--- config.mk ---
export PLATFORM = sky130hd
export DESIGN_NAME = opaque_pixel_bounding_box
export DESIGN_NICKNAME = d
export VERILOG_FILES = /design/src/rtl/obb_pkg.sv /design/src/rtl/obb_tracker.sv /design/src/rtl/opaque_pixel_bounding_box.sv
export SDC_FILE = /design/constraint.sdc
export NUM_CORES = 1
export LEC_CHECK = 0
export BUFFER_PORTS_ARGS = -buffer_cell sky130_fd_sc_hd__buf_2
export CELL_PAD_IN_SITES_DETAIL_PLACEMENT = 1
export CELL_PAD_IN_SITES_GLOBAL_PLACEMENT = 2
export CORE_UTILIZATION = 30
export DETAILED_ROUTE_END_ITERATION = 10
export PLACE_DENSITY_LB_ADDON = 0.1
export REMOVE_ABC_BUFFERS = 1
export SYNTH_ARGS = -nofsm -noshare
export SYNTH_HDL_FRONTEND = slang
export SYNTH_SLANG_ARGS = --single-unit
--- constraint.sdc ---
create_clock -name clk_i -period 17 [get_ports clk_i]
set_clock_uncertainty 0.15 [all_clocks]
set_input_delay 2.55 -clock clk_i [delete_from_list [all_inputs] [get_ports clk_i]]
set_output_delay 2.55 -clock clk_i [all_outputs]
set_load 0.01 [all_outputs]
--- src/rtl/obb_pkg.sv ---
// ----------------------------------------------------------------------------
// obb_pkg
// Shared widths, limits, register indexes and the result bundle of the
// opaque pixel bounding box.
// ----------------------------------------------------------------------------
package obb_pkg;

  localparam int unsigned MaxDim    = 4096;
  localparam int unsigned CoordW    = 12;
  localparam int unsigned DimW      = 13;
  localparam int unsigned ChanW     = 8;
  localparam int unsigned CfgDataW  = 13;
  localparam int unsigned CfgIdxW   = 2;
  localparam int unsigned InDataW   = 32;
  localparam int unsigned OutDataW  = 80;

  localparam logic [ChanW-1:0] ChanMax = 8'd255;
  localparam logic [ChanW-1:0] ChanMin = 8'd0;

  typedef enum logic [CfgIdxW-1:0] {
    CFG_IMAGE_WIDTH  = 2'd0,
    CFG_IMAGE_HEIGHT = 2'd1,
    CFG_ALPHA_THRESH = 2'd2,
    CFG_TRIM_ENABLE  = 2'd3
  } cfg_idx_e;

  typedef struct packed {
    logic              found;
    logic [CoordW-1:0] left;
    logic [CoordW-1:0] top;
    logic [CoordW-1:0] right;
    logic [CoordW-1:0] bottom;
    logic [DimW-1:0]   trimmed_width;
    logic [DimW-1:0]   trimmed_height;
  } obb_result_t;

endpackage

--- src/rtl/obb_tracker.sv ---
// ----------------------------------------------------------------------------
// obb_tracker
// Column and row counters plus the per-frame opaque bounds; forms the
// frame result on the last pixel.
// ----------------------------------------------------------------------------
module obb_tracker
  import obb_pkg::*;
(
  input  logic                clk_i,
  input  logic                rst_ni,
  input  logic                step_i,
  input  logic                opaque_i,
  input  logic [DimW-1:0]     image_width_i,
  input  logic [DimW-1:0]     image_height_i,
  input  logic                trim_enable_i,
  output logic                frame_end_o,
  output obb_result_t         result_o
);

  logic [CoordW-1:0] col_q, col_d, row_q, row_d;
  logic [CoordW-1:0] min_col_q, min_col_d, min_row_q, min_row_d;
  logic [CoordW-1:0] max_col_q, max_col_d, max_row_q, max_row_d;
  logic              seen_q, seen_d;

  logic [DimW-1:0]   w_clamped, h_clamped;
  logic [CoordW-1:0] w_last, h_last;
  logic              row_end;
  logic [CoordW-1:0] min_col_n, min_row_n, max_col_n, max_row_n;
  logic              seen_n;
  logic [CoordW-1:0] lft, tp, rgt, bot;

  // zero acts as one, oversize acts as the limit
  always_comb begin
    if (image_width_i == '0) begin
      w_clamped = DimW'(1);
    end else if (image_width_i > DimW'(MaxDim)) begin
      w_clamped = DimW'(MaxDim);
    end else begin
      w_clamped = image_width_i;
    end
    if (image_height_i == '0) begin
      h_clamped = DimW'(1);
    end else if (image_height_i > DimW'(MaxDim)) begin
      h_clamped = DimW'(MaxDim);
    end else begin
      h_clamped = image_height_i;
    end
  end

  assign w_last = CoordW'(w_clamped - DimW'(1));
  assign h_last = CoordW'(h_clamped - DimW'(1));

  assign row_end     = (col_q >= w_last);
  assign frame_end_o = row_end && (row_q >= h_last);

  always_comb begin
    min_col_n = min_col_q;
    min_row_n = min_row_q;
    max_col_n = max_col_q;
    max_row_n = max_row_q;
    seen_n    = seen_q;
    if (opaque_i) begin
      seen_n = 1'b1;
      if (col_q < min_col_q) min_col_n = col_q;
      if (row_q < min_row_q) min_row_n = row_q;
      if (col_q > max_col_q) max_col_n = col_q;
      if (row_q > max_row_q) max_row_n = row_q;
    end
  end

  always_comb begin
    result_o.found = seen_n && trim_enable_i;
    if (result_o.found) begin
      lft = min_col_n;
      tp  = min_row_n;
      rgt = max_col_n;
      bot = max_row_n;
    end else begin
      lft = '0;
      tp  = '0;
      rgt = w_last;
      bot = h_last;
    end
    result_o.left           = lft;
    result_o.top            = tp;
    result_o.right          = rgt;
    result_o.bottom         = bot;
    result_o.trimmed_width  = DimW'(rgt) - DimW'(lft) + DimW'(1);
    result_o.trimmed_height = DimW'(bot) - DimW'(tp) + DimW'(1);
  end

  always_comb begin
    col_d     = col_q;
    row_d     = row_q;
    min_col_d = min_col_q;
    min_row_d = min_row_q;
    max_col_d = max_col_q;
    max_row_d = max_row_q;
    seen_d    = seen_q;
    if (step_i) begin
      if (!row_end) begin
        col_d = col_q + CoordW'(1);
      end else begin
        col_d = '0;
        row_d = frame_end_o ? '0 : row_q + CoordW'(1);
      end
      if (frame_end_o) begin
        min_col_d = '1;
        min_row_d = '1;
        max_col_d = '0;
        max_row_d = '0;
        seen_d    = 1'b0;
      end else begin
        min_col_d = min_col_n;
        min_row_d = min_row_n;
        max_col_d = max_col_n;
        max_row_d = max_row_n;
        seen_d    = seen_n;
      end
    end
  end

  always_ff @(posedge clk_i or negedge rst_ni) begin
    if (!rst_ni) begin
      col_q     <= '0;
      row_q     <= '0;
      min_col_q <= '1;
      min_row_q <= '1;
      max_col_q <= '0;
      max_row_q <= '0;
      seen_q    <= 1'b0;
    end else begin
      col_q     <= col_d;
      row_q     <= row_d;
      min_col_q <= min_col_d;
      min_row_q <= min_row_d;
      max_col_q <= max_col_d;
      max_row_q <= max_row_d;
      seen_q    <= seen_d;
    end
  end

endmodule

--- src/rtl/opaque_pixel_bounding_box.sv ---
// ----------------------------------------------------------------------------
// opaque_pixel_bounding_box
// Finds the bounding box of the opaque pixels in a raster-order RGBA frame.
// ----------------------------------------------------------------------------
// Takes one pixel per clock and emits one result word for each frame. The
// opacity test is made as a pixel enters the input register. When the pixel
// steps out of the input register the counter and bounds update runs, and
// for the last pixel of a frame it loads the result register, whose valid
// flag drives the output. The input stalls only when the last pixel of a
// frame sits in the input register while the previous frame's result word
// is still waiting to be taken. Frame geometry, threshold and trim enable
// come from the write port. Write them only while no pixel or result word
// is in flight. A change inside a frame applies from the next pixel, and
// trim enable is used when the frame ends.
module opaque_pixel_bounding_box
  import obb_pkg::*;
(
  input  logic                clk_i,
  input  logic                rst_ni,

  input  logic                s_axis_tvalid,
  output logic                s_axis_tready,
  // red [7:0], green [15:8], blue [23:16], alpha [31:24]
  input  logic [InDataW-1:0]  s_axis_tdata,

  output logic                m_axis_tvalid,
  input  logic                m_axis_tready,
  // found [0], left [12:1], top [24:13], right [36:25], bottom [48:37],
  // trimmed_width [61:49], trimmed_height [74:62], zero [79:75]
  output logic [OutDataW-1:0] m_axis_tdata,

  input  logic                cfg_we_i,
  input  logic [CfgIdxW-1:0]  cfg_idx_i,
  input  logic [CfgDataW-1:0] cfg_data_i
);

  logic [DimW-1:0]  width_q, height_q;
  logic [ChanW-1:0] thresh_q;
  logic             trim_q;

  logic             in_valid_q, in_valid_d;
  logic             opaque_q, opaque_d;
  logic             out_valid_q, out_valid_d;
  obb_result_t      out_q, out_d;

  logic [ChanW-1:0] red, green, blue, alpha;
  logic             s_accept, step, proc_ok, frame_end;
  obb_result_t      result;

  always_ff @(posedge clk_i or negedge rst_ni) begin
    if (!rst_ni) begin
      width_q  <= DimW'(64);
      height_q <= DimW'(64);
      thresh_q <= ChanW'(8);
      trim_q   <= 1'b1;
    end else if (cfg_we_i) begin
      unique case (cfg_idx_e'(cfg_idx_i))
        CFG_IMAGE_WIDTH:  width_q  <= cfg_data_i;
        CFG_IMAGE_HEIGHT: height_q <= cfg_data_i;
        CFG_ALPHA_THRESH: thresh_q <= cfg_data_i[ChanW-1:0];
        CFG_TRIM_ENABLE:  trim_q   <= cfg_data_i[0];
        default: ;
      endcase
    end
  end

  assign red   = s_axis_tdata[7:0];
  assign green = s_axis_tdata[15:8];
  assign blue  = s_axis_tdata[23:16];
  assign alpha = s_axis_tdata[31:24];

  // the pure red debug border never counts
  assign opaque_d = (alpha > thresh_q) &&
                    !(red == ChanMax && green == ChanMin && blue == ChanMin);

  // a frame end needs a free result register
  assign proc_ok       = !frame_end || !out_valid_q || m_axis_tready;
  assign step          = in_valid_q && proc_ok;
  assign s_axis_tready = !in_valid_q || proc_ok;
  assign s_accept      = s_axis_tvalid && s_axis_tready;

  assign in_valid_d = s_accept ? 1'b1 : (step ? 1'b0 : in_valid_q);

  obb_tracker u_tracker (
    .clk_i          (clk_i),
    .rst_ni         (rst_ni),
    .step_i         (step),
    .opaque_i       (opaque_q),
    .image_width_i  (width_q),
    .image_height_i (height_q),
    .trim_enable_i  (trim_q),
    .frame_end_o    (frame_end),
    .result_o       (result)
  );

  always_comb begin
    out_valid_d = out_valid_q;
    out_d       = out_q;
    if (out_valid_q && m_axis_tready) begin
      out_valid_d = 1'b0;
    end
    if (step && frame_end) begin
      out_valid_d = 1'b1;
      out_d       = result;
    end
  end

  always_ff @(posedge clk_i or negedge rst_ni) begin
    if (!rst_ni) begin
      in_valid_q  <= 1'b0;
      out_valid_q <= 1'b0;
    end else begin
      in_valid_q  <= in_valid_d;
      out_valid_q <= out_valid_d;
    end
  end

  always_ff @(posedge clk_i) begin
    if (s_accept) begin
      opaque_q <= opaque_d;
    end
    out_q <= out_d;
  end

  assign m_axis_tvalid = out_valid_q;
  assign m_axis_tdata  = {5'd0,
                          out_q.trimmed_height,
                          out_q.trimmed_width,
                          out_q.bottom,
                          out_q.right,
                          out_q.top,
                          out_q.left,
                          out_q.found};

endmodule
# Word level (Yosys, flattened, before mapping)
# Index checks and enable logic that the tools add are counted.
# Widths: inputs -> output; s select.
dict set report op_classes {
  div 0
  mul 0
  eq_ne 4
  n_reduce_logical 28
  n_shift 0
  magnitude_cmp 9
  add_sub_neg 8
  mux 28
  bitwise 0
}
# operator n
set op_table {}
lappend op_table {{$mux 12} 22}
lappend op_table {{$add 13x1->13 const B} 2}
lappend op_table {{$gt 13x13->1 const B} 2}
lappend op_table {{$logic_not 13->1} 2}
lappend op_table {{$sub 12x12->13} 2}
lappend op_table {{$add 12x1->12 const B} 2}
lappend op_table {{$ge 12x12->1} 2}
lappend op_table {{$gt 12x12->1} 2}
lappend op_table {{$lt 12x12->1} 2}
lappend op_table {{$sub 12x1->12 const B} 2}
lappend op_table {{$logic_not 8->1} 2}
lappend op_table {{$reduce_and 2->1} 5}
lappend op_table {{$logic_and 1x1->1} 9}
lappend op_table {{$eq 8x8->1 const B} 1}
lappend op_table {{$gt 8x8->1} 1}
lappend op_table {{$mux 1} 6}
lappend op_table {{$eq 2x2->1 const B} 2}
lappend op_table {{$logic_not 1->1} 4}
lappend op_table {{$reduce_bool 2->1} 2}
lappend op_table {{$logic_or 1x1->1} 3}
lappend op_table {{$eq 2x1->1 const B} 1}
lappend op_table {{$logic_not 2->1} 1}
dict set report totals {
  in_bits 52
  mem_count 0
  latch_bits 0
  output_inout_bits 82
  wordCells 98
  mem_bits_ro 0
  ff_bits 186
  mem_bits_rw 0
}

# Longest topological paths before layout
# Gate-level depths: netlist of the first run.
dict set report depth {
  ltp_word 12
  mapped_depth 22
  depth_no_buf 21
}

# By module
# A second synthesis of the first run with hierarchy kept.
dict set report hier_totals {
  hier_cells 1129
  area_unflattened_um2 12027.8
}
# module seq_area_each_um2 n_inst cells_each area_per_inst_um2
set modules_own_cells {}
lappend modules_own_cells {obb_tracker 1856.8 1 925 8035.2}
lappend modules_own_cells {opaque_pixel_bounding_box 3213.1 1 204 3992.6}

# Least setup slack after synthesis of the first run
# OpenSTA, ideal clock, no wires.
dict set report synth_path {
  path_type {reg2reg}
  startpoint {register height_q[3]}
  endpoint {register out_q, in the netlist m_axis_tdata[0] (enable)}
  path_buffers 3
  t_arrival_ps 7070
  stages_incl_launch_ff 19
  t_required_ps 16340
  setup_slack_ps 9270
  cell_sequence {dfrtp_1 -> or3_1 -> or4_1 -> nor2_1 -> o21bai_1 -> ha_1 -> clkbuf_1 -> inv_1 -> nor2_1 -> o221ai_1 -> a2bb2oi_1 -> ha_1 -> nand2_1 -> or2_0 -> or4_1 -> and3_1 -> buf_6 -> clkbuf_1 -> nor2_1}
}
dict set report synth_between {
  elab_chain_len 11
  word_cells_on_any_way 12
}
# element line_no
set synth_lines {}
lappend synth_lines {{from (decl)} opaque_pixel_bounding_box.sv:37} ;# logic [DimW-1:0] width_q, height_q;
lappend synth_lines {{from (signal assigned)} opaque_pixel_bounding_box.sv:53} ;# height_q <= DimW'(64);
lappend synth_lines {{from (signal assigned)} opaque_pixel_bounding_box.sv:59} ;# CFG_IMAGE_HEIGHT: height_q <= cfg_data_i;
lappend synth_lines {{$gt 13x13->1} obb_tracker.sv:43} ;# end else if (image_height_i > DimW'(MaxDim)) begin
lappend synth_lines {{$mux 12} obb_tracker.sv:43}
lappend synth_lines {{$mux 12 (*)} obb_tracker.sv:41} ;# if (image_height_i == '0) begin
lappend synth_lines {{$sub 12x1->12 (*)} obb_tracker.sv:51} ;# assign h_last = CoordW'(h_clamped - DimW'(1));
lappend synth_lines {{$ge 12x12->1 (*)} obb_tracker.sv:54} ;# assign frame_end_o = row_end && (row_q >= h_last);
lappend synth_lines {{$logic_and 1x1->1 (*)} obb_tracker.sv:54}
lappend synth_lines {{$logic_not 1->1} opaque_pixel_bounding_box.sv:77} ;# assign proc_ok = !frame_end || !out_valid_q || m_axis_tready;
lappend synth_lines {{$logic_or 1x1->1 (2 in series)} opaque_pixel_bounding_box.sv:77}
lappend synth_lines {{$logic_and 1x1->1} opaque_pixel_bounding_box.sv:78} ;# assign step = in_valid_q && proc_ok;
lappend synth_lines {{$logic_and 1x1->1 (*)} opaque_pixel_bounding_box.sv:102} ;# if (step && frame_end) begin
lappend synth_lines {{to (signal assigned)} opaque_pixel_bounding_box.sv:122} ;# out_q <= out_d;
lappend synth_lines {{to (decl)} opaque_pixel_bounding_box.sv:44} ;# obb_result_t out_q, out_d;
# Every way passes the cells marked *; elsewhere a longest branch is shown, timed or not.
# A chain may end at the register's enable or synchronous reset.

# Final worst setup path of the first run
dict set report layout_path {
  startpoint {register height_q[3]}
  endpoint {output s_axis_tready}
}
dict set report layout_between {
  elab_chain_len 10
  word_cells_on_any_way 11
}
# element line_no
set layout_lines {}
lappend layout_lines {{$gt 13x13->1} obb_tracker.sv:43}
lappend layout_lines {{$mux 12} obb_tracker.sv:43}
lappend layout_lines {{$mux 12 (*)} obb_tracker.sv:41}
lappend layout_lines {{$sub 12x1->12 (*)} obb_tracker.sv:51}
lappend layout_lines {{$ge 12x12->1 (*)} obb_tracker.sv:54}
lappend layout_lines {{$logic_and 1x1->1 (*)} obb_tracker.sv:54}
lappend layout_lines {{$logic_not 1->1 (*)} opaque_pixel_bounding_box.sv:77}
lappend layout_lines {{$logic_or 1x1->1 (*) (2 in series)} opaque_pixel_bounding_box.sv:77}
lappend layout_lines {{$logic_or 1x1->1 (*)} opaque_pixel_bounding_box.sv:79} ;# assign s_axis_tready = !in_valid_q || proc_ok;
lappend layout_lines {{to (decl)} opaque_pixel_bounding_box.sv:22} ;# output logic s_axis_tready,
# Marked as above.

==> results of run 1 <==
==> through the flow <==
stage               power, mW  area [µm²]  hold slack (ns)  worst slack [ns]  instances
floorplan                1.25       11400            0.315              9.30       1067
global placement         1.48       12800            0.332              9.40       1715
detailed placement       1.49       12800            0.331              9.29       1715
CTS                      1.90       13300            0.356              8.79       1745
global route             2.03       13300            0.368              8.54       1745
finish                   1.87       13300            0.351              8.89       1745
==> critical path: stages (launching register included) <==
cell and delay [ns]:
dfrtp_1 0.42, or3_1 0.46, or4_1 0.59, nor2_1 0.23, o21bai_1 0.15, ha_1 0.30, inv_1 0.15, nor2_1 0.08
o221ai_1 0.17, a2bb2oi_1 0.12, ha_1 0.29, nand2_1 0.04, or2_0 0.22, or4_1 0.50, and3_1 0.39, nor4_1 0.54
inv_1 0.14, buf_2 0.17
==> power groups by stage <==
stage,combinational [mW],sequential [mW],clock (mW)
2_1_floorplan,0.612,0.633,0
3_3_place_gp,0.821,0.659,0
3_5_place_dp,0.829,0.661,0
4_1_cts,0.835,0.652,0.414
5_1_grt,0.941,0.663,0.428
6_report,0.818,0.651,0.397
==> per-layer routing <==
| metal | up-vias | GRT usage, % | wire [µm] |
|---|---|---|---|
| met5 | - | 0 | 10 |
| met4 | 2 | 4.02 | 316 |
| met3 | 21 | 2.42 | 847 |
| li1 | 4275 | - | - |
| met1 | 4264 | 25.4 | 17100 |
| met2 | 124 | 26.1 | 13900 |
==> layout by cell type, fill, tap and decap left out, types with 7 or more instances in the layout <==
| cell | Yosys | final |
|---|---|---|
| a211oi_1 | 7 | 7 |
| a21o_1 | 11 | 11 |
| a21oi_1 | 67 | 67 |
| a22o_1 | 24 | 24 |
| and2_1 | 8 | 8 |
| and3_1 | 12 | 12 |
| buf_2 | 10 | 127 |
| buf_4 | 6 | 10 |
| clkbuf_16 | 0 | 17 |
| dfrtp_1 | 82 | 82 |
| dfstp_2 | 28 | 28 |
| edfxtp_1 | 76 | 76 |
| ha_1 | 128 | 128 |
| inv_1 | 75 | 74 |
| mux2_2 | 34 | 34 |
| mux2i_1 | 49 | 49 |
| nand2_1 | 40 | 40 |
| nand2b_1 | 37 | 37 |
| nand3_1 | 33 | 33 |
| nand4_1 | 11 | 11 |
| nor2_1 | 89 | 88 |
| nor2b_1 | 21 | 21 |
| nor3_1 | 19 | 19 |
| nor4_1 | 8 | 8 |
| o211ai_1 | 12 | 12 |
| o21a_1 | 9 | 9 |
| o21ai_0 | 44 | 43 |
| o22a_1 | 24 | 24 |
| o31ai_1 | 7 | 7 |
| or3_1 | 15 | 15 |
| xnor2_1 | 19 | 19 |
==> logic make-up (layout without fill, tap and decap cells) <==
family | count (synthesis) | after routing | share of synthesized area [%]
muxes | 83 | 83 | 7.50
and+or+nand+nor | 314 | 314 | 13.7
adders and majority gates | 130 | 130 | 14.1
other | 1 | 5 | 0.0322
AOI/OAI and AO/OA | 249 | 249 | 14.7
xor gates and xnor gates | 24 | 24 | 1.81
buffers and inverters | 126 | 243 | 4.62
DFF | 186 | 186 | 43.5
==> final cells by class <==
type                       count  area, µm²  share of cell area [%]
clock buffer                  18        429                    3.22
sequential                   186       5070                    38.0
clock inverter                12        125                   0.938
multi-input combinational    805       6070                    45.6
inverter                      76        285                    2.14
timing repair buffer         137        711                    5.33
tap                          511        639                    4.80
==> sequential cells by signal, summed over array words and instances, names as in the netlist <==
name / flops
height_q: 13
in_valid_q: 1
m_axis_tdata: 75
m_axis_tvalid: 1
opaque_q: 1
thresh_q: 8
trim_q: 1
u_tracker.col_q: 12
u_tracker.max_col_q: 12
u_tracker.max_row_q: 12
u_tracker.min_col_q: 12
u_tracker.min_row_q: 12
u_tracker.row_q: 12
u_tracker.seen_q: 1
width_q: 13
==> how the worst max path moves through the flow <==
stage	startpoint	endpoint	slack (ns)	cells after the start
2_1_floorplan	height_q[3]	m_axis_tdata[0]	9.30	15
3_3_place_gp	height_q[3]	s_axis_tready	9.40	17
3_5_place_dp	height_q[3]	s_axis_tready	9.29	17
6_report	height_q[3]	s_axis_tready	8.89	17
4_1_cts	height_q[3]	s_axis_tready	8.79	17
5_1_grt	height_q[3]	s_axis_tready	8.54	17
==> summary.md, run 1 <==
| Metric | Value |
|---|---|
| RR Endpoint | `u_tracker.min_col_q[9]` |
| Period utilization | `a little under half` |
| Hold Fails Final Rpt | `0` |
| Initial DRC Count | `352` |
| RePlAce Congestion | `roughly 0.76` |
| Post-synthesis register bit count | `186` |
| Die H | `199 µm` |
| Hold_buf cts | `0` |
| Clk_lat worst skew | `0.44 ns` |
| CP arrival | `5.41 ns` |
| Antenna cells | `0` |
| CTS Sinks | `around 190` |
| Required @ worst endpoint | `roughly 14 ns` |
| Number of port buffers | `128` |
| Die W | `about 200 µm` |
| Core Area | `between 0.03 and 0.04 mm²` |
| Internal | `1.15 mW` |
| Routed vias | `8,686` |
| Class of the most critical setup path | `flop to output pin` |
| Leakage | `5.72 nW` |
| HPWL after DPL | `24,400 µm` |
| Finished Core Util | `a little over a third` |
| Worst Hold Endpoint | `u_tracker.max_row_q[6]` |
| Worst Max-Slew Pin Slew | `1.10 ns` |
| Crit path max fanout | `15` |
| Worst hold path type | `flop to flop` |
| FFs w/ async S/R, synth | `between 50% and 60%` |
| Number of buffers created by CTS | `17` |
| Setup tns final | `0 ns` |
| Post-route DRC | `0` |
| Std-Cell Rows | `71` |
| Most used flip-flop cell after synthesis | `dfrtp_1` |
| Post-CTS resize count | `0` |
| Clock share of power | `21.3%` |
| Area leader, netlist | `edfxtp_1` |
| Hold path start | `u_tracker.max_row_q[6]` |
| Post-synth EDFFs | `76` |
| Vias in the first global route | `about 9,000` |
| Max_cap viols | `0` |
| Total gr overflow | `0` |
| Fin crit period | `8.11 ns` |
| Share of layout cells above drive strength 1 | `between 10% and 20%` |
| Worst-path clk slew | `0.08 ns` |
| Psw | `0.717 mW` |
| R2r startpoint | `height_q[3]` |
| Count of pins over their slew limit | `0` |
| Sw frac | `between 30 and 40%` |
| Initial Util | `a little under a third` |
| DR vias/cell | `4.98` |
| Highest Clock Rate | `0.123 GHz` |
| Post-DR wirelength/cell | `18.5 µm` |
| Area contributors post-synth | `edfxtp_1, dfrtp_1, ha_1` |
| FF-to-FF setup slack | `10.95 ns` |
| Cell area after synthesis | `0.0116 mm²` |
| Yosys top cell area share | `19.6%` |
| Drt first pass iters | `4` |
| Status | `completed` |
| GR Util All Layers | `about 17%` |
| Yosys warns | `0` |
| CP startpoint kind | `flop` |
| Fillers | `4,312` |
| Top cells by count, synth | `ha_1, nor2_1, dfrtp_1` |
| Combinational share of power | `43.8%` |
| Layout area overhead | `14.5%` |
| Setup Fix Bufs, Post-CTS | `0` |
| Finish-stage setup viols | `0` |
| Wire length of the first global-routing pass | `approximately 50,000 µm` |
| Clk root buf | `clkbuf_16` |
| DRT antenna net count | `0` |
| Largest net degree at the start of global routing | `76` |
| Fin nets | `1,405` |
| Worst rel slew slack | `27.0%` |
| Sequential element share of the synthesized area | `approximately 44%` |
| Synth Area per Inst | `about 10 µm²` |
| Antenna violations before repair | `1` |
| Syn Inst Count | `1,113` |
| Clk buf depth | `2` |
| Die area | `slightly below 0.04 mm²` |
| CP Capture Type | `output pin` |
| Hold Crit Depth | `1` |
| Maximum VDD drop | `between 0.07 and 0.08 mV` |
| # H-tree levels | `4` |
| Post-synthesis cell type count | `between 60 and 70` |
| CTS tree | `done` |
| Power per cell area | `140 mW/mm²` |
| R2R cell count | `17` |
| RSZ-0062 raised after global routing | `no` |
| Count leader, synth | `ha_1` |
| Register share of total power | `34.9%` |
| Post-Route WL | `32,200 µm` |
| IO Pins | `134` |
(Power assumes the default switching activity.)
==> inputs of run 2 (changes only) <==
- clock period: 17 -> 7.1 ns (I/O delays scaled with it)
==> summary.md, run 2 (synthesis gave the netlist of run 1 again) <==
| Metric | Value |
|---|---|
| Wire length of the first global-routing pass | `53,200 µm (+3.3%)` |
| Max FFs per register | `75 (unchanged)` |
| Power per cell area | `337 mW/mm² (+140%)` |
| Post-route DRC | `0 (unchanged)` |
| Class of the most critical setup path | `flop to output pin` |
| Hold Fails Final Rpt | `0 (unchanged)` |
| R2R cell count | `17 (unchanged)` |
| Worst Max-Slew Pin Slew | `0.992 ns (-0.103 ns)` |
| CP arrival | `5.12 ns (-0.29 ns)` |
| CP startpoint kind | `flop` |
| Largest net degree at the start of global routing | `76 (unchanged)` |
| Clk root buf | `clkbuf_16` |
| Number of port buffers | `128 (unchanged)` |
| Std-Cell Rows | `71 (unchanged)` |
| Initial Util | `30.7% (unchanged)` |
| R2r startpoint | `height_q[3]` |
| Required @ worst endpoint | `5.88 ns (-8.42 ns)` |
| Total gr overflow | `0 (unchanged)` |
| HPWL after DPL | `25,100 µm (+2.6%)` |
| Routed vias | `8,755 (+0.79%)` |
| Setup Fix Bufs, Post-CTS | `0 (unchanged)` |
| Final worst slack | `0.768 ns (-8.12 ns)` |
| Worst Setup SP | `height_q[3]` |
| IO Pins | `134 (unchanged)` |
| DRT antenna net count | `0 (unchanged)` |
| RSZ-0062 raised after global routing | `no` |
| # H-tree levels | `4 (unchanged)` |
| Layout area overhead | `16.2%` |
| Die H | `199 µm (unchanged)` |
| CTS Sinks | `186 (unchanged)` |
| Drt first pass iters | `4 (unchanged)` |
| Die area | `0.0396 mm² (unchanged)` |
| Crit path to | `s_axis_tready` |
| Antenna violations before repair | `1 (unchanged)` |
| Psw | `1.78 mW (+150%)` |
| Core Area | `0.0379 mm² (unchanged)` |
| Share of layout cells above drive strength 1 | `21.2% (+1.6 points)` |
| Vias in the first global route | `9,176 (+4.1%)` |
| Sw frac | `39.1% (+0.72 points)` |
| RR Endpoint | `u_tracker.min_col_q[1]` |
| CP Capture Type | `output pin` |
| Maximum VDD drop | `0.170 mV (+120%)` |
| Finish-stage setup viols | `0 (unchanged)` |
| FF-to-FF setup slack | `1.40 ns (-9.55 ns)` |
| Period utilization | `89.2%` |
| Fin crit period | `roughly 6.3 ns` |
| Hold_buf cts | `0 (unchanged)` |
| Highest Clock Rate | `0.158 GHz` |
| Internal | `2.78 mW (+140%)` |
| Worst-path clk slew | `0.08 ns (about the same)` |
| Worst hold path type | `flop to flop` |
| Count of pins over their slew limit | `0 (unchanged)` |
| Crit path max fanout | `7 (-8)` |
| DR vias/cell | `4.95 (-0.52%)` |
| CTS tree | `done` |
| Initial DRC Count | `385 (+9.4%)` |
| Commonest non-fill, non-tap cell in the layout | `ha_1` |
| Post-DR wirelength/cell | `18.8 µm (+1.5%)` |
| Most frequent cells in the layout | `ha_1, buf_2, nor2_1` |
| Status | `completed` |
| Register share of total power | `33.4% (-1.5 points)` |
| Number of buffers created by CTS | `17 (unchanged)` |
| Leakage | `5.85 nW (+2.3%)` |
| Pre-CTS setup slack | `1.17 ns (-8.12 ns)` |
| Post-Route WL | `33,200 µm (+2.9%)` |
| Fin nets | `1,425 (+1.4%)` |
| Worst rel slew slack | `33.9% (+6.9 points)` |
| Die W | `199 µm (unchanged)` |
| Clk buf depth | `2 (unchanged)` |
| Post-CTS resize count | `0 (unchanged)` |
| Clock share of power | `21.8% (+0.5 points)` |
| Fillers | `4,285 (-0.63%)` |
| Max_cap viols | `0 (unchanged)` |
| Combinational share of power | `44.9% (+1.1 points)` |
| Setup tns final | `0 ns (unchanged)` |
| RePlAce Congestion | `0.787 (+3.3%)` |
| GR Util All Layers | `17.8% (+0.63 points)` |
| Clk_lat worst skew | `0.45 ns (about the same)` |
run 2: cell count changes in the layout (fill, tap and decap cells not counted), sizes merged:
cell / previous run / this run
buf: 137 / 157
bufinv: 2 / 1
clkinv: 6 / 4
clkinvlp: 3 / 2
diode: 0 / 1
inv: 77 / 83
run 2: power groups by stage:
| stage | sequential (mW) | combinational [mW] | clock, mW |
|---|---|---|---|
| floorplan | 1.52 | 1.47 | 0 |
| global placement | 1.54 | 2.05 | 0 |
| detailed placement | 1.54 | 2.07 | 0 |
| CTS | 1.52 | 2.09 | 1.03 |
| global route | 1.54 | 2.35 | 1.07 |
| finish | 1.52 | 2.05 | 0.994 |
run 2: cell type report:
class / count / area (µm²) / area share (%)
multi-input combinational: 805 / 6070 / 44.9
sequential: 186 / 5070 / 37.5
timing repair buffer: 157 / 861 / 6.36
tap: 511 / 639 / 4.73
clock buffer: 18 / 439 / 3.25
inverter: 76 / 285 / 2.11
clock inverter: 14 / 155 / 1.15
antenna: 1 / 2.50 / 0.0185
run 2: stage by stage:
| stage | instance area [µm²] | total power, mW | cells | hold slack, ns | utilization (%) |
|---|---|---|---|---|---|
| 3_5_place_dp | 12900 | 3.62 | 1735 | 0.331 | 34.1 |
| 5_1_grt | 13500 | 4.96 | 1767 | 0.359 | 35.7 |
| 6_report | 13500 | 4.56 | 1768 | 0.351 | 35.7 |
| 4_1_cts | 13500 | 4.64 | 1767 | 0.357 | 35.7 |
| 2_1_floorplan | 11400 | 2.98 | 1067 | 0.315 | - |
| 3_3_place_gp | 12900 | 3.59 | 1735 | 0.333 | 34.1 |
run 2: worst min-delay path by stage:
stage,start,end,slack (ns),cells after the start
floorplan,u_tracker.seen_q,u_tracker.seen_q,0.31,2
global placement,u_tracker.max_row_q[6],u_tracker.max_row_q[6],0.33,1
detailed placement,u_tracker.max_row_q[2],u_tracker.max_row_q[2],0.33,1
CTS,u_tracker.max_row_q[5],u_tracker.max_row_q[5],0.36,1
global route,u_tracker.max_row_q[5],u_tracker.max_row_q[5],0.36,1
finish,u_tracker.max_col_q[9],u_tracker.max_col_q[9],0.35,1
run 2: layer usage:
metal  global-route usage (%)  up-vias  wire length, µm
met5                        0        -               13
met4                     3.93        2              320
met3                     2.80       21             1160
met2                     28.2      135            14700
met1                     25.3     4278            17000
li1                         -     4319                -
run 2: critical path, stage by stage, from the launching register on:
cell       delay (ns)
dfrtp_1          0.42
or3_1            0.45
or4_1            0.58
nor2_1           0.20
o21bai_1         0.14
ha_1             0.30
inv_1            0.15
nor2_1           0.08
o221ai_1         0.17
a2bb2oi_1        0.12
ha_1             0.29
nand2_1          0.04
or2_0            0.21
or4_1            0.49
and3_1           0.18
nor4_1           0.58
inv_1            0.10
buf_2            0.16
==> inputs of run 3 (changes only) <==
- MAX_ROUTING_LAYER: unset -> met4
==> summary.md, run 3 (synthesis gave the netlist of run 1 again) <==
| Metric | Value |
|---|---|
| Worst Hold Endpoint | `u_tracker.max_col_q[9]` |
| Post-DR wirelength/cell | `18.8 µm (about the same)` |
| Finish-stage setup viols | `0 (unchanged)` |
| Fin crit period | `6.39 ns (+0.0557 ns)` |
| Register share of total power | `33.3% (about the same)` |
| Internal | `2.78 mW (about the same)` |
| Layout area overhead | `16.2% (about the same)` |
| IO Pins | `134 (unchanged)` |
| Drt first pass iters | `6 (+2)` |
| CTS Sinks | `186 (unchanged)` |
| Fin nets | `1,425 (unchanged)` |
| Clk root buf | `clkbuf_16` |
| Fillers | `4,286 (+0.023%)` |
| Vias in the first global route | `9,175 (-0.011%)` |
| Critical-path cell list | `or3_1 > or4_1 > nor2_1 > o21bai_1 > ha_1 > inv_1 > nor2_1 > o221ai_1 > a2bb2oi_1 > ha_1 > nand2_1 > or2_0 > or4_1 > and3_1 > nor4_1 > inv_1 > buf_2` |
| Sw frac | `39.1% (about the same)` |
| Die area | `0.0396 mm² (unchanged)` |
| CP peak stage delay | `0.63 ns (+0.05 ns)` |
| Required @ worst endpoint | `5.88 ns (about the same)` |
| R2r startpoint | `height_q[3]` |
| Hold Crit Depth | `1 (unchanged)` |
| Final Instance Area | `0.0135 mm² (about the same)` |
| Clock share of power | `21.8% (about the same)` |
| Clk_lat worst skew | `0.45 ns (about the same)` |
| Status | `completed` |
| Initial Util | `30.7% (unchanged)` |
| GR Util All Layers | `18.3% (+0.53 points)` |
| Antenna violations before repair | `1 (unchanged)` |
| DR vias/cell | `4.94 (-0.27%)` |
| Wire length of the first global-routing pass | `53,200 µm (about the same)` |
| Std-Cell Rows | `71 (unchanged)` |
| Post-route DRC | `0 (unchanged)` |
| Number of buffers created by CTS | `17 (unchanged)` |
| Commonest non-fill, non-tap cell in the layout | `ha_1` |
| Hold_buf cts | `0 (unchanged)` |
| CP Capture Type | `output pin` |
| Clk buf depth | `2 (unchanged)` |
| Crit path max fanout | `7 (unchanged)` |
| Worst rel slew slack | `33.7% (-0.20 points)` |
| Setup Fix Bufs, Post-CTS | `0 (unchanged)` |
| Core Area | `0.0379 mm² (unchanged)` |
| Die W | `199 µm (unchanged)` |
| Highest Clock Rate | `0.157 GHz (-0.87%)` |
| Post-DP Area | `0.0129 mm² (unchanged)` |
| DRT antenna net count | `0 (unchanged)` |
| Post-CTS resize count | `0 (unchanged)` |
| Hold Fails Final Rpt | `0 (unchanged)` |
| HPWL after DPL | `25,100 µm (unchanged)` |
| Power per cell area | `337 mW/mm² (about the same)` |
| Share of layout cells above drive strength 1 | `21.2% (unchanged)` |
| RePlAce Congestion | `0.799 (+1.5%)` |
| Design Power | `4.56 mW (about the same)` |
| RR Endpoint | `u_tracker.min_col_q[1]` |
| Number of port buffers | `128 (unchanged)` |
| Hold path start | `u_tracker.max_col_q[9]` |
| R2R cell count | `17 (unchanged)` |
| Psw | `1.78 mW (about the same)` |
| Worst-path clk slew | `0.08 ns (about the same)` |
| # H-tree levels | `4 (unchanged)` |
| Die H | `199 µm (unchanged)` |
| RSZ-0062 raised after global routing | `no` |
| Worst Max-Slew Pin Slew | `0.995 ns (+0.00303 ns)` |
| Initial DRC Count | `428 (+11%)` |
| Pre-CTS setup slack | `1.17 ns (unchanged)` |
| FF-to-FF setup slack | `1.45 ns (+0.05 ns)` |
| Leakage | `5.85 nW (unchanged)` |
| CP startpoint kind | `flop` |
| Combinational share of power | `44.9% (about the same)` |
| Largest net degree at the start of global routing | `76 (unchanged)` |
| Period utilization | `90.0% (+0.78 points)` |
| Maximum VDD drop | `0.170 mV (+0.17%)` |
| Count of pins over their slew limit | `0 (unchanged)` |
| Most frequent cells in the layout | `ha_1, buf_2, nor2_1` |
| CTS tree | `done` |
| Slowest cell on the critical path | `nor4_1` |
| Final worst slack | `0.712 ns (-0.0557 ns)` |
| Max FFs per register | `75 (unchanged)` |
| CP arrival | `5.17 ns (+0.05 ns)` |
| Worst hold path type | `flop to flop` |
| Class of the most critical setup path | `flop to output pin` |
| Post-Route WL | `33,200 µm (about the same)` |
| Total gr overflow | `0 (unchanged)` |
| Routed vias | `8,736 (-0.22%)` |
| Max_cap viols | `0 (unchanged)` |
[run 3: cell types whose count changed in the layout (fill, tap and decap cells not counted), sizes merged]
cell   change
diode      +1
[run 3: worst max-delay path by stage]
stage | startpoint | endpoint | slack, ns | depth (start not counted)
2_1_floorplan | height_q[3] | m_axis_tdata[0] | -0.60 | 15
5_1_grt | height_q[2] | s_axis_tready | 0.39 | 16
3_5_place_dp | height_q[3] | s_axis_tready | 1.17 | 17
6_report | height_q[3] | s_axis_tready | 0.71 | 17
3_3_place_gp | height_q[3] | s_axis_tready | 1.22 | 17
4_1_cts | height_q[3] | s_axis_tready | 0.67 | 17
[run 3: worst max-delay path, delay by kind of cell (launching register included)]
kind,cells,cell delay (ns)
flops,1,0.42
buf+inv,3,0.43
compound gates,3,0.43
fa+ha+maj,2,0.59
simple gates,9,2.86
[run 3: layout make-up]
class / count / area [µm²] / share of cell area, %
multi-input combinational: 805 / 6070 / 44.9
sequential: 186 / 5070 / 37.5
timing repair buffer: 157 / 861 / 6.36
tap: 511 / 639 / 4.73
clock buffer: 18 / 439 / 3.25
inverter: 76 / 285 / 2.11
clock inverter: 14 / 155 / 1.15
antenna: 2 / 5.00 / 0.0370
[run 3: power by group through the flow]
stage               clock network (mW)  registers [mW]  logic, mW
global route                      1.07            1.54       2.35
detailed placement                   0            1.54       2.07
CTS                               1.03            1.52       2.09
global placement                     0            1.54       2.05
floorplan                            0            1.52       1.47
finish                           0.993            1.52       2.05
[run 3: metrics by stage]
step	TNS, ns	hold WS [ns]	util (%)	cells
CTS	0	0.357	35.7	1767
finish	0	0.351	35.7	1769
floorplan	-45.19	0.315	-	1067
global placement	0	0.333	34.1	1735
global route	0	0.359	35.7	1768
detailed placement	0	0.331	34.1	1735
[run 3: metal layers]
layer / up-vias / routed length, µm / global-route usage, %
met5: - / 0 / -
met4: 0 / 280 / 3.93
met3: 18 / 977 / 2.70
met2: 144 / 14700 / 28.2
met1: 4253 / 17200 / 25.4
li1: 4321 / - / -
